### src/hw/rtl/nq_pkg.sv
`default_nettype none

package nq_pkg;

  // Row and column counters hold 0..16: the result fields cap a board at 16.
  localparam int unsigned CntW        = 5;
  localparam int unsigned FieldW      = 4;
  localparam int unsigned ResultLimit = 16;
  localparam int unsigned MaxNDefault = 16;

  typedef enum logic [1:0] {
    MASK_NOP,
    MASK_CLEAR,
    MASK_MARK,
    MASK_UNMARK
  } mask_op_e;

  typedef struct packed {
    mask_op_e        op;
    logic [CntW-1:0] n;
    logic [CntW-1:0] row;
    logic [CntW-1:0] col;
  } mask_cmd_t;

  typedef enum logic [2:0] {
    ST_IDLE,
    ST_TRY,
    ST_POP,
    ST_UNDO,
    ST_READ,
    ST_OUT,
    ST_FAIL
  } state_e;

endpackage

`default_nettype wire

### src/hw/rtl/n_queens_first_solution.sv
`default_nettype none

// N-queens first-solution search. One input beat carries a board size n; the
// block runs a depth-first backtracking search, one column test per cycle outside
// backtracks, on a shared occupancy unit. A backtrack finds the row exhausted,
// then pops the column stack through ST_POP and ST_UNDO. The first solution
// comes out as n beats in row order, each read from the stack in ST_READ and
// shown in ST_OUT, last_of_run set on the final row. Boards of 2 or 3, 0, or
// above min(MAX_N, 16) give one beat with found = 0. No new beat is taken until
// the last result beat has gone out.

module n_queens_first_solution
  import nq_pkg::*;
#(
  parameter int unsigned MAX_N = MaxNDefault
) (
  input  logic              clk_i,
  input  logic              rst_ni,
  input  logic              in_valid_i,
  output logic              in_ready_o,
  input  logic [CntW-1:0]   board_size_i,
  output logic              out_valid_o,
  input  logic              out_ready_i,
  output logic [FieldW-1:0] row_index_o,
  output logic [FieldW-1:0] queen_column_o,
  output logic              found_o,
  output logic              last_of_run_o
);

  localparam int unsigned Lim   = (MAX_N < ResultLimit) ? MAX_N : ResultLimit;
  localparam int unsigned AddrW = $clog2(Lim);

  state_e            state_q, state_d;
  logic [CntW-1:0]   n_q, n_d;
  logic [CntW-1:0]   row_q, row_d;
  logic [CntW-1:0]   col_q, col_d;
  logic [CntW-1:0]   orow_q, orow_d;
  logic [CntW-1:0]   row_m1;
  mask_cmd_t         mask_cmd;
  logic              free;
  logic              ram_we, ram_re;
  logic [AddrW-1:0]  ram_raddr;
  logic [FieldW-1:0] ram_rdata;
  logic              in_fire, out_fire, bad_size, out_last;

  assign in_fire  = in_valid_i && in_ready_o;
  assign out_fire = out_valid_o && out_ready_i;
  assign bad_size = (board_size_i == '0) || (board_size_i > CntW'(Lim));
  assign row_m1   = row_q - CntW'(1);
  assign out_last = (orow_q == n_q - CntW'(1));

  nq_mask #(
    .Lim(Lim)
  ) u_mask (
    .clk_i,
    .rst_ni,
    .cmd_i (mask_cmd),
    .free_o(free)
  );

  nq_ram #(
    .Width(FieldW),
    .Depth(Lim)
  ) u_stack (
    .clk_i,
    .we_i   (ram_we),
    .waddr_i(row_q[AddrW-1:0]),
    .wdata_i(col_q[FieldW-1:0]),
    .re_i   (ram_re),
    .raddr_i(ram_raddr),
    .rdata_o(ram_rdata)
  );

  // next state
  always_comb begin
    state_d = state_q;
    case (state_q)
      ST_IDLE: begin
        if (in_fire) state_d = bad_size ? ST_FAIL : ST_TRY;
      end
      ST_TRY: begin
        if (row_q == n_q)          state_d = ST_READ;
        else if (col_q < n_q)      state_d = ST_TRY;
        else if (row_q == '0)      state_d = ST_FAIL;
        else                       state_d = ST_POP;
      end
      ST_POP:  state_d = ST_UNDO;
      ST_UNDO: state_d = ST_TRY;
      ST_READ: state_d = ST_OUT;
      ST_OUT: begin
        if (out_ready_i) state_d = out_last ? ST_IDLE : ST_READ;
      end
      ST_FAIL: begin
        if (out_ready_i) state_d = ST_IDLE;
      end
      default: state_d = ST_IDLE;
    endcase
  end

  // outputs and datapath control
  always_comb begin
    in_ready_o     = 1'b0;
    out_valid_o    = 1'b0;
    row_index_o    = '0;
    queen_column_o = '0;
    found_o        = 1'b0;
    last_of_run_o  = 1'b0;
    mask_cmd.op    = MASK_NOP;
    mask_cmd.n     = n_q;
    mask_cmd.row   = row_q;
    mask_cmd.col   = col_q;
    ram_we         = 1'b0;
    ram_re         = 1'b0;
    ram_raddr      = orow_q[AddrW-1:0];
    n_d            = n_q;
    row_d          = row_q;
    col_d          = col_q;
    orow_d         = orow_q;
    case (state_q)
      ST_IDLE: begin
        in_ready_o = 1'b1;
        if (in_fire) begin
          mask_cmd.op = MASK_CLEAR;
          n_d         = board_size_i;
          row_d       = '0;
          col_d       = '0;
        end
      end
      ST_TRY: begin
        if (row_q == n_q) begin
          orow_d = '0;
        end else if (col_q < n_q) begin
          if (free) begin
            mask_cmd.op = MASK_MARK;
            ram_we      = 1'b1;
            row_d       = row_q + CntW'(1);
            col_d       = '0;
          end else begin
            col_d = col_q + CntW'(1);
          end
        end else if (row_q != '0) begin
          ram_re    = 1'b1;
          ram_raddr = row_m1[AddrW-1:0];
          row_d     = row_m1;
        end
      end
      ST_UNDO: begin
        // lift the queen of this row and resume one column to the right
        mask_cmd.op  = MASK_UNMARK;
        mask_cmd.col = CntW'(ram_rdata);
        col_d        = CntW'(ram_rdata) + CntW'(1);
      end
      ST_READ: begin
        ram_re = 1'b1;
      end
      ST_OUT: begin
        out_valid_o    = 1'b1;
        row_index_o    = orow_q[FieldW-1:0];
        queen_column_o = ram_rdata;
        found_o        = 1'b1;
        last_of_run_o  = out_last;
        if (out_ready_i) orow_d = orow_q + CntW'(1);
      end
      ST_FAIL: begin
        out_valid_o   = 1'b1;
        last_of_run_o = 1'b1;
      end
      default: begin
      end
    endcase
  end

  always_ff @(posedge clk_i or negedge rst_ni) begin
    if (!rst_ni) begin
      state_q <= ST_IDLE;
      n_q     <= '0;
      row_q   <= '0;
      col_q   <= '0;
      orow_q  <= '0;
    end else begin
      state_q <= state_d;
      n_q     <= n_d;
      row_q   <= row_d;
      col_q   <= col_d;
      orow_q  <= orow_d;
    end
  end

  a_no_overlap: assert property (@(posedge clk_i) disable iff (!rst_ni)
    !(in_ready_o && out_valid_o))
    else $error("input taken while a result beat is pending");

  a_row_bound: assert property (@(posedge clk_i) disable iff (!rst_ni)
    (state_q == ST_TRY) |-> (row_q <= n_q))
    else $error("search depth beyond board size");

  a_fail_beat: assert property (@(posedge clk_i) disable iff (!rst_ni)
    (out_valid_o && !found_o) |-> last_of_run_o)
    else $error("failure beat without last flag");

  a_back_to_idle: assert property (@(posedge clk_i) disable iff (!rst_ni)
    (out_fire && last_of_run_o) |=> in_ready_o)
    else $error("not ready after final result beat");

endmodule

`default_nettype wire

### src/hw/rtl/nq_ram.sv
`default_nettype none

module nq_ram #(
  parameter int unsigned Width = 4,
  parameter int unsigned Depth = 16
) (
  input  logic                     clk_i,
  input  logic                     we_i,
  input  logic [$clog2(Depth)-1:0] waddr_i,
  input  logic [Width-1:0]         wdata_i,
  input  logic                     re_i,
  input  logic [$clog2(Depth)-1:0] raddr_i,
  output logic [Width-1:0]         rdata_o
);

  logic [Width-1:0] mem_q [Depth];

  always_ff @(posedge clk_i) begin
    if (we_i) begin
      mem_q[waddr_i] <= wdata_i;
    end
    if (re_i) begin
      rdata_o <= mem_q[raddr_i];
    end
  end

endmodule

`default_nettype wire

### src/hw/rtl/nq_mask.sv
`default_nettype none

module nq_mask
  import nq_pkg::*;
#(
  parameter int unsigned Lim = 16
) (
  input  logic      clk_i,
  input  logic      rst_ni,
  input  mask_cmd_t cmd_i,
  output logic      free_o
);

  localparam int unsigned DiagW    = 2 * Lim - 1;
  localparam int unsigned ColIdxW  = $clog2(Lim);
  localparam int unsigned DiagIdxW = $clog2(DiagW);

  logic [Lim-1:0]      cols_q, cols_d;
  logic [DiagW-1:0]    down_q, down_d;
  logic [DiagW-1:0]    up_q, up_d;
  logic [ColIdxW-1:0]  col_idx;
  logic [CntW:0]       down_sum, up_sum;
  logic [DiagIdxW-1:0] down_idx, up_idx;
  logic [Lim-1:0]      col_bit;
  logic [DiagW-1:0]    down_bit, up_bit;

  // down diagonal: row - col + n - 1, up diagonal: row + col
  assign down_sum = {1'b0, cmd_i.row} + {1'b0, cmd_i.n} - (CntW+1)'(1) - {1'b0, cmd_i.col};
  assign up_sum   = {1'b0, cmd_i.row} + {1'b0, cmd_i.col};
  assign col_idx  = cmd_i.col[ColIdxW-1:0];
  assign down_idx = down_sum[DiagIdxW-1:0];
  assign up_idx   = up_sum[DiagIdxW-1:0];

  assign col_bit  = Lim'(1) << col_idx;
  assign down_bit = DiagW'(1) << down_idx;
  assign up_bit   = DiagW'(1) << up_idx;

  assign free_o = !(|(cols_q & col_bit)) && !(|(down_q & down_bit)) && !(|(up_q & up_bit));

  always_comb begin
    cols_d = cols_q;
    down_d = down_q;
    up_d   = up_q;
    case (cmd_i.op)
      MASK_CLEAR: begin
        cols_d = '0;
        down_d = '0;
        up_d   = '0;
      end
      MASK_MARK: begin
        cols_d = cols_q | col_bit;
        down_d = down_q | down_bit;
        up_d   = up_q | up_bit;
      end
      MASK_UNMARK: begin
        cols_d = cols_q & ~col_bit;
        down_d = down_q & ~down_bit;
        up_d   = up_q & ~up_bit;
      end
      default: begin
      end
    endcase
  end

  always_ff @(posedge clk_i or negedge rst_ni) begin
    if (!rst_ni) begin
      cols_q <= '0;
      down_q <= '0;
      up_q   <= '0;
    end else begin
      cols_q <= cols_d;
      down_q <= down_d;
      up_q   <= up_d;
    end
  end

endmodule

`default_nettype wire

### config.mk
export PLATFORM = sky130hd
export DESIGN_NAME = n_queens_first_solution
export DESIGN_NICKNAME = d
export VERILOG_FILES = /design/src/hw/rtl/nq_pkg.sv /design/src/hw/rtl/n_queens_first_solution.sv /design/src/hw/rtl/nq_ram.sv /design/src/hw/rtl/nq_mask.sv
export SDC_FILE = /design/constraint.sdc
export NUM_CORES = 1
export LEC_CHECK = 0
export BUFFER_PORTS_ARGS = -buffer_cell sky130_fd_sc_hd__buf_2
export CORE_MARGIN = 2
export CORE_UTILIZATION = 40
export CTS_CLUSTER_SIZE = 20
export DETAILED_ROUTE_END_ITERATION = 10
export MAX_ROUTING_LAYER = met4
export SYNTH_ARGS = -nofsm -noshare
export SYNTH_HDL_FRONTEND = slang
export SYNTH_HIERARCHICAL = 1
export SYNTH_SLANG_ARGS = --single-unit
export TNS_END_PERCENT = 30
### constraint.sdc
create_clock -name clk_i -period 16 [get_ports clk_i]
set_clock_uncertainty 0.1 [all_clocks]
set_input_delay 4.8 -clock clk_i [delete_from_list [all_inputs] [get_ports clk_i]]
set_output_delay 4.8 -clock clk_i [all_outputs]
set_load 0.02 [all_outputs]
======== Word level (Yosys, flattened, before mapping) ========
Memory sizes are Yosys's and may differ from the RTL's. A register that Yosys moved wholly into a read port is not among the register bits.
Index checks and enable logic that the tools add are counted.
storage, ports and cells
  flip-flop bits (word level) ............. 101
  memory bits (writable) .................. 64
  output and inout bits ................... 12
  memories ................................ 1
operators by class
  add/subtract/negate cells ............... 10
  $lt $le $gt $ge ......................... 2
  equality and inequality tests ........... 19
  shift-type cells ........................ 3
  mux-type cells .......................... 51
  bitwise gates (word level) .............. 12
  reductions and logical operators ........ 24
memories
  memory         depth  width  rd ports  clocked after memory_dff  write ports  RTL line      RTL
  u_stack.mem_q  16     4      1         1                         1            nq_ram.sv:16  logic [Width-1:0] mem_q [Depth];
operators by type and width
  kind                                              count
  one-hot mux 31 bit (3 select lines)               2
  AND 31 bit                                        4
  NOT 31 bit                                        2
  bitwise OR 31 bit                                 2
  OR reduction 31 bit                               2
  left shift 1 x 5 -> 31 bit, first input constant  2
  two-way mux 5 bit                                 11
  one-hot mux 16 bit (3 select lines)               1
  AND 16 bit                                        2
  two-way mux 3 bit                                 8
  two-way mux 4 bit                                 6
  one-hot mux 3 bit (7 select lines)                1
  one-hot mux 5 bit (2 select lines)                2
  NOT 16 bit                                        1
  bitwise OR 16 bit                                 1
  OR reduction 16 bit                               1
  left shift 1 x 4 -> 16 bit, first input constant  1
  adder 5 x 1 -> 5 bit, second input constant       3
  one-hot mux 5 bit (3 select lines)                1
  subtractor 5 x 1 -> 5 bit, second input constant  3
  two-way mux 1 bit                                 13
  inequality test 2 bit, second input constant      6
  adder 5 bit                                       2
  == test 5 bit                                     2
  26 further kinds                                  42

======== Depth between registers and ports, before layout ========
  depth in word-level cells ............... 15
  mapped depth ............................ 26
  gate-level depth less buffers ........... 21

======== Modules after synthesis ========
The synthesis kept the hierarchy.
by module, submodules not included
  module                   times used  cells each  area an instance (sq um)  sequential area each (sq um)
  nq_mask                  1           585         5460.2                    1951.9
  nq_ram                   1           130         2706.3                    2042.0
  n_queens_first_solution  1           232         2008.2                    575.6

======== Worst setup path before layout ========
Ideal clock, no wire load.
  path kind ............................... flip-flop to output port
  from .................................... reg n_q[0]
  to ...................................... out last_of_run_o
  arrival ................................. 1839 ps
  data required time ...................... 11100 ps
  setup slack ............................. 9261 ps
  cell stages (with the launch flop) ...... 8
  buffers on the path ..................... 0
  cells stage by stage .................... dfrtp_1 -> inv_1 -> ha_1 -> a21oi_1 -> a311o_1 -> a2111oi_4 -> a21oi_1 -> nor2b_1
between the ends
  longest elaborated chain between the ends .. 3
RTL lines
  item                                RTL line                        RTL
  start, declared                     n_queens_first_solution.sv:34   logic [CntW-1:0] n_q, n_d;
  start signal, assigned              n_queens_first_solution.sv:182  n_q <= n_d;
  subtractor 5 x 1 -> 5 bit           n_queens_first_solution.sv:50   assign out_last = (orow_q == n_q - CntW'(1));
  == test 5 bit                       n_queens_first_solution.sv:50
  one-hot mux 1 bit (2 select lines)  n_queens_first_solution.sv:119  case (state_q)
  end, declared                       n_queens_first_solution.sv:27   output logic last_of_run_o
Every way passes these cells.

======== Worst setup path in the final report ========
  from .................................... reg n_q[1]
  to ...................................... out last_of_run_o
The elaborated chain is that of the path after synthesis.

==> metrics.md <==
| Metric | Value |
|---|---|
| Status | `complete, no violations` |
| Clock Path Buffers | `2` |
| Primary FF master, synth | `dfrtp_1` |
| Yosys Warn Count | `6` |
| Die ar. | `between 20,000 and 30,000 µm²` |
| Fin. max-slew vios | `0` |
| Yosys reg bits | `169` |
| Layout cell share with drive strength beyond 1 | `0.113` |
| DRT antenna net count | `0` |
| Die Span Y | `163 µm` |
| Clk sinks | `approximately 170` |
| Syn nets | `984` |
| Detail Placement HPWL | `15,500 µm` |
| Post-CTS sizing | `0` |
| Row Count | `58` |
| Slew HR | `0.230` |
| ANT cells | `0` |
| P&R area growth vs syn | `8.92%` |
| Fmax | `around 0.14 GHz` |
| Critical path launch point type | `register` |
| Ports | `21` |
| DR pass1 iterations | `5` |
| Fillers | `approximately 2,400` |
| Final #Nets | `a little under 1,000` |
| Vias in the first global route | `just over 7,000` |
| DR vias/cell | `around 6` |
| Setup repair bufs after CTS | `0` |
| Critical path class | `register to output pin` |
| Arr. time, crit path | `around 2.5 ns` |
| Max Cap Viol | `0` |
| Final Cycle Share | `0.461` |
| WL final | `24,000 µm` |
| Pin count of the biggest net entering global routing | `84` |
| Flop-to-flop setup slack | `8.73 ns` |
| Starting density of the core | `0.405` |
| Clk_lat worst skew | `0.44 ns` |
| Post-synthesis cell count | `between 900 and 1,000` |
| Area of the core | `roughly 25,000 µm²` |
| Most frequent cells in the layout | `dfrtp_1 (101), o21ai_0 (78), o31ai_1 (69)` |
| Chip Width | `between 150 and 200 µm` |
| Seq/Total Area, Yosys | `0.449` |
| Setup Viol. Count Final | `0` |
| Avg Inst Size Synth | `approximately 11 µm²` |
| Commonest non-fill, non-tap cell in the layout | `dfrtp_1` |
| Routed len/inst | `18.9 µm` |
| Hold Path Class | `register to register` |
| Req. time, crit path | `11.10 ns` |
| Post-synth ARST share | `0.598` |
| First-pass GRT wire length | `~39,000 µm` |
| Routed vias | `7,459` |
| RePlAce Congestion | `between 0.8 and 0.9` |
| Initial antenna violation count | `0` |
| Tmin final | `around 7.4 ns` |
| Post-Syn Area | `slightly above 10,000 µm²` |
| Metal-1 WL | `approximately 12,000 µm` |
| Crit-path max FO | `4` |
| Worst slew pin tran | `~1.2 ns` |
| Clock root buffer | `clkbuf_16` |
| RSZ-0062 raised after global routing | `no` |
| Synth unique cells | `between 80 and 90` |
| Top Layer Used | `met4` |
| Hold-fix buffer count after cts | `0` |
| Multi-input gate area | `between 5000 and 6000 µm²` |
| Number of synthesized flops with an enable pin | `68` |
| Initial drt markers | `slightly below 800` |
| DR DRC count | `0` |
| Gr usage total | `0.190` |
| H-Tree Depth | `4` |
| GRT overflow | `0` |
| CTS tree | `yes` |
| Total CTS buffers | `17` |
| Final hold violation count | `0` |
| Port bufs | `20` |
| CP Capture Type | `output pin` |
| Storage element area | `about 4600 µm²` |
| Clock slew at reported path FFs | `approximately 0.08 ns` |
| Setup TNS Final | `0 ns` |
| DR WL met3 | `a little under 900 µm` |
| Metal2 WL | `around 11,000 µm` |
[path summary, 6_finish.rpt]
kind / from / end / cells past startpoint
setup / recovery: n_q[1]$_DFFE_PN0P_ / last_of_run_o / 8
setup reg to reg: state_q[0]$_DFFE_PN0P_ / u_mask/cols_q[14]$_DFFE_PN0P_ / 20
max in group asynchronous: rst_ni / u_mask/cols_q[3]$_DFFE_PN0P_ / 2
min in group asynchronous: rst_ni / u_mask/down_q[26]$_DFFE_PN0P_ / 1
hold / removal: u_mask/cols_q[14]$_DFFE_PN0P_ / u_mask/cols_q[14]$_DFFE_PN0P_ / 2
hold reg to reg: u_mask/cols_q[14]$_DFFE_PN0P_ / u_mask/cols_q[14]$_DFFE_PN0P_ / 2
[synth_stat cells, drive strengths merged, types with 16 or more instances]
| cell type | n | area (µm²) |
|---|---|---|
| dfrtp | 101 | 2530 |
| o21ai | 80 | 404 |
| o31ai | 69 | 518 |
| a22o | 68 | 596 |
| edfxtp | 68 | 2040 |
| nand2 | 58 | 225 |
| clkbuf | 53 | 200 |
| nor2 | 48 | 180 |
| inv | 41 | 154 |
| nand3 | 32 | 160 |
| mux2i | 28 | 280 |
| and3 | 22 | 139 |
| ha | 22 | 275 |
| nor3 | 22 | 120 |
| xnor2 | 20 | 201 |
| nand2b | 19 | 126 |
| mux4 | 16 | 413 |
[critical path, cell delays in order (launching register included)]
cell and delay, ns:
dfrtp_1 0.47, inv_1 0.15, ha_1 0.20, a21oi_1 0.05, a311o_1 0.35, a2111oi_4 0.39, a21oi_1 0.12, nor2b_1 0.15
buf_2 0.17
[final cells by class]
type / instances / area share
inverters: 41 / 0.0139
repair buffers: 28 / 0.0147
multi-input cells: 671 / 0.465
well taps: 330 / 0.0373
clock buffers: 17 / 0.0384
clock inverters: 15 / 0.0184
flip-flops and latches: 169 / 0.412
[layer usage]
metal	up-vias	global-route usage
met5	-	-
met4	0	0.0522
met2	152	0.292
li1	3587	-
met3	31	0.0246
met1	3689	0.267
[cell families (layout without fill, tap and decap cells)]
family | count (synthesis) | count (layout) | share of synthesized area
simple gates | 248 | 248 | 0.128
xor+xnor | 31 | 31 | 0.0307
flops | 169 | 169 | 0.449
buf+inv | 107 | 101 | 0.0456
mux | 58 | 58 | 0.0836
compound gates | 306 | 306 | 0.225
fa+ha+maj | 28 | 28 | 0.0389
[state kept, by name (all words and copies together), names as in the netlist]
register         cells
u_stack/mem_q       64
u_mask/down_q       31
u_mask/up_q         31
u_mask/cols_q       16
col_q                5
n_q                  5
orow_q               5
row_q                5
u_stack/rdata_o      4
state_q              3
[per-stage QoR]
step / instance area (µm²) / setup slack (ns) / instances / hold slack [ns] / utilization
finish: 11100 / 8.62 / 1271 / 0.394 / 0.441
global route: 11100 / 8.22 / 1271 / 0.428 / 0.441
CTS: 11100 / 8.58 / 1271 / 0.396 / 0.441
detailed placement: 10500 / 8.40 / 1239 / 0.376 / 0.416
global placement: 10500 / 8.43 / 1239 / 0.369 / 0.416
floorplan: 10200 / 9.26 / 947 / 0.341 / -
Power is left out: the tool's default activity adds up to more than one toggle a clock period on the data nets, which glitch-free logic cannot reach.
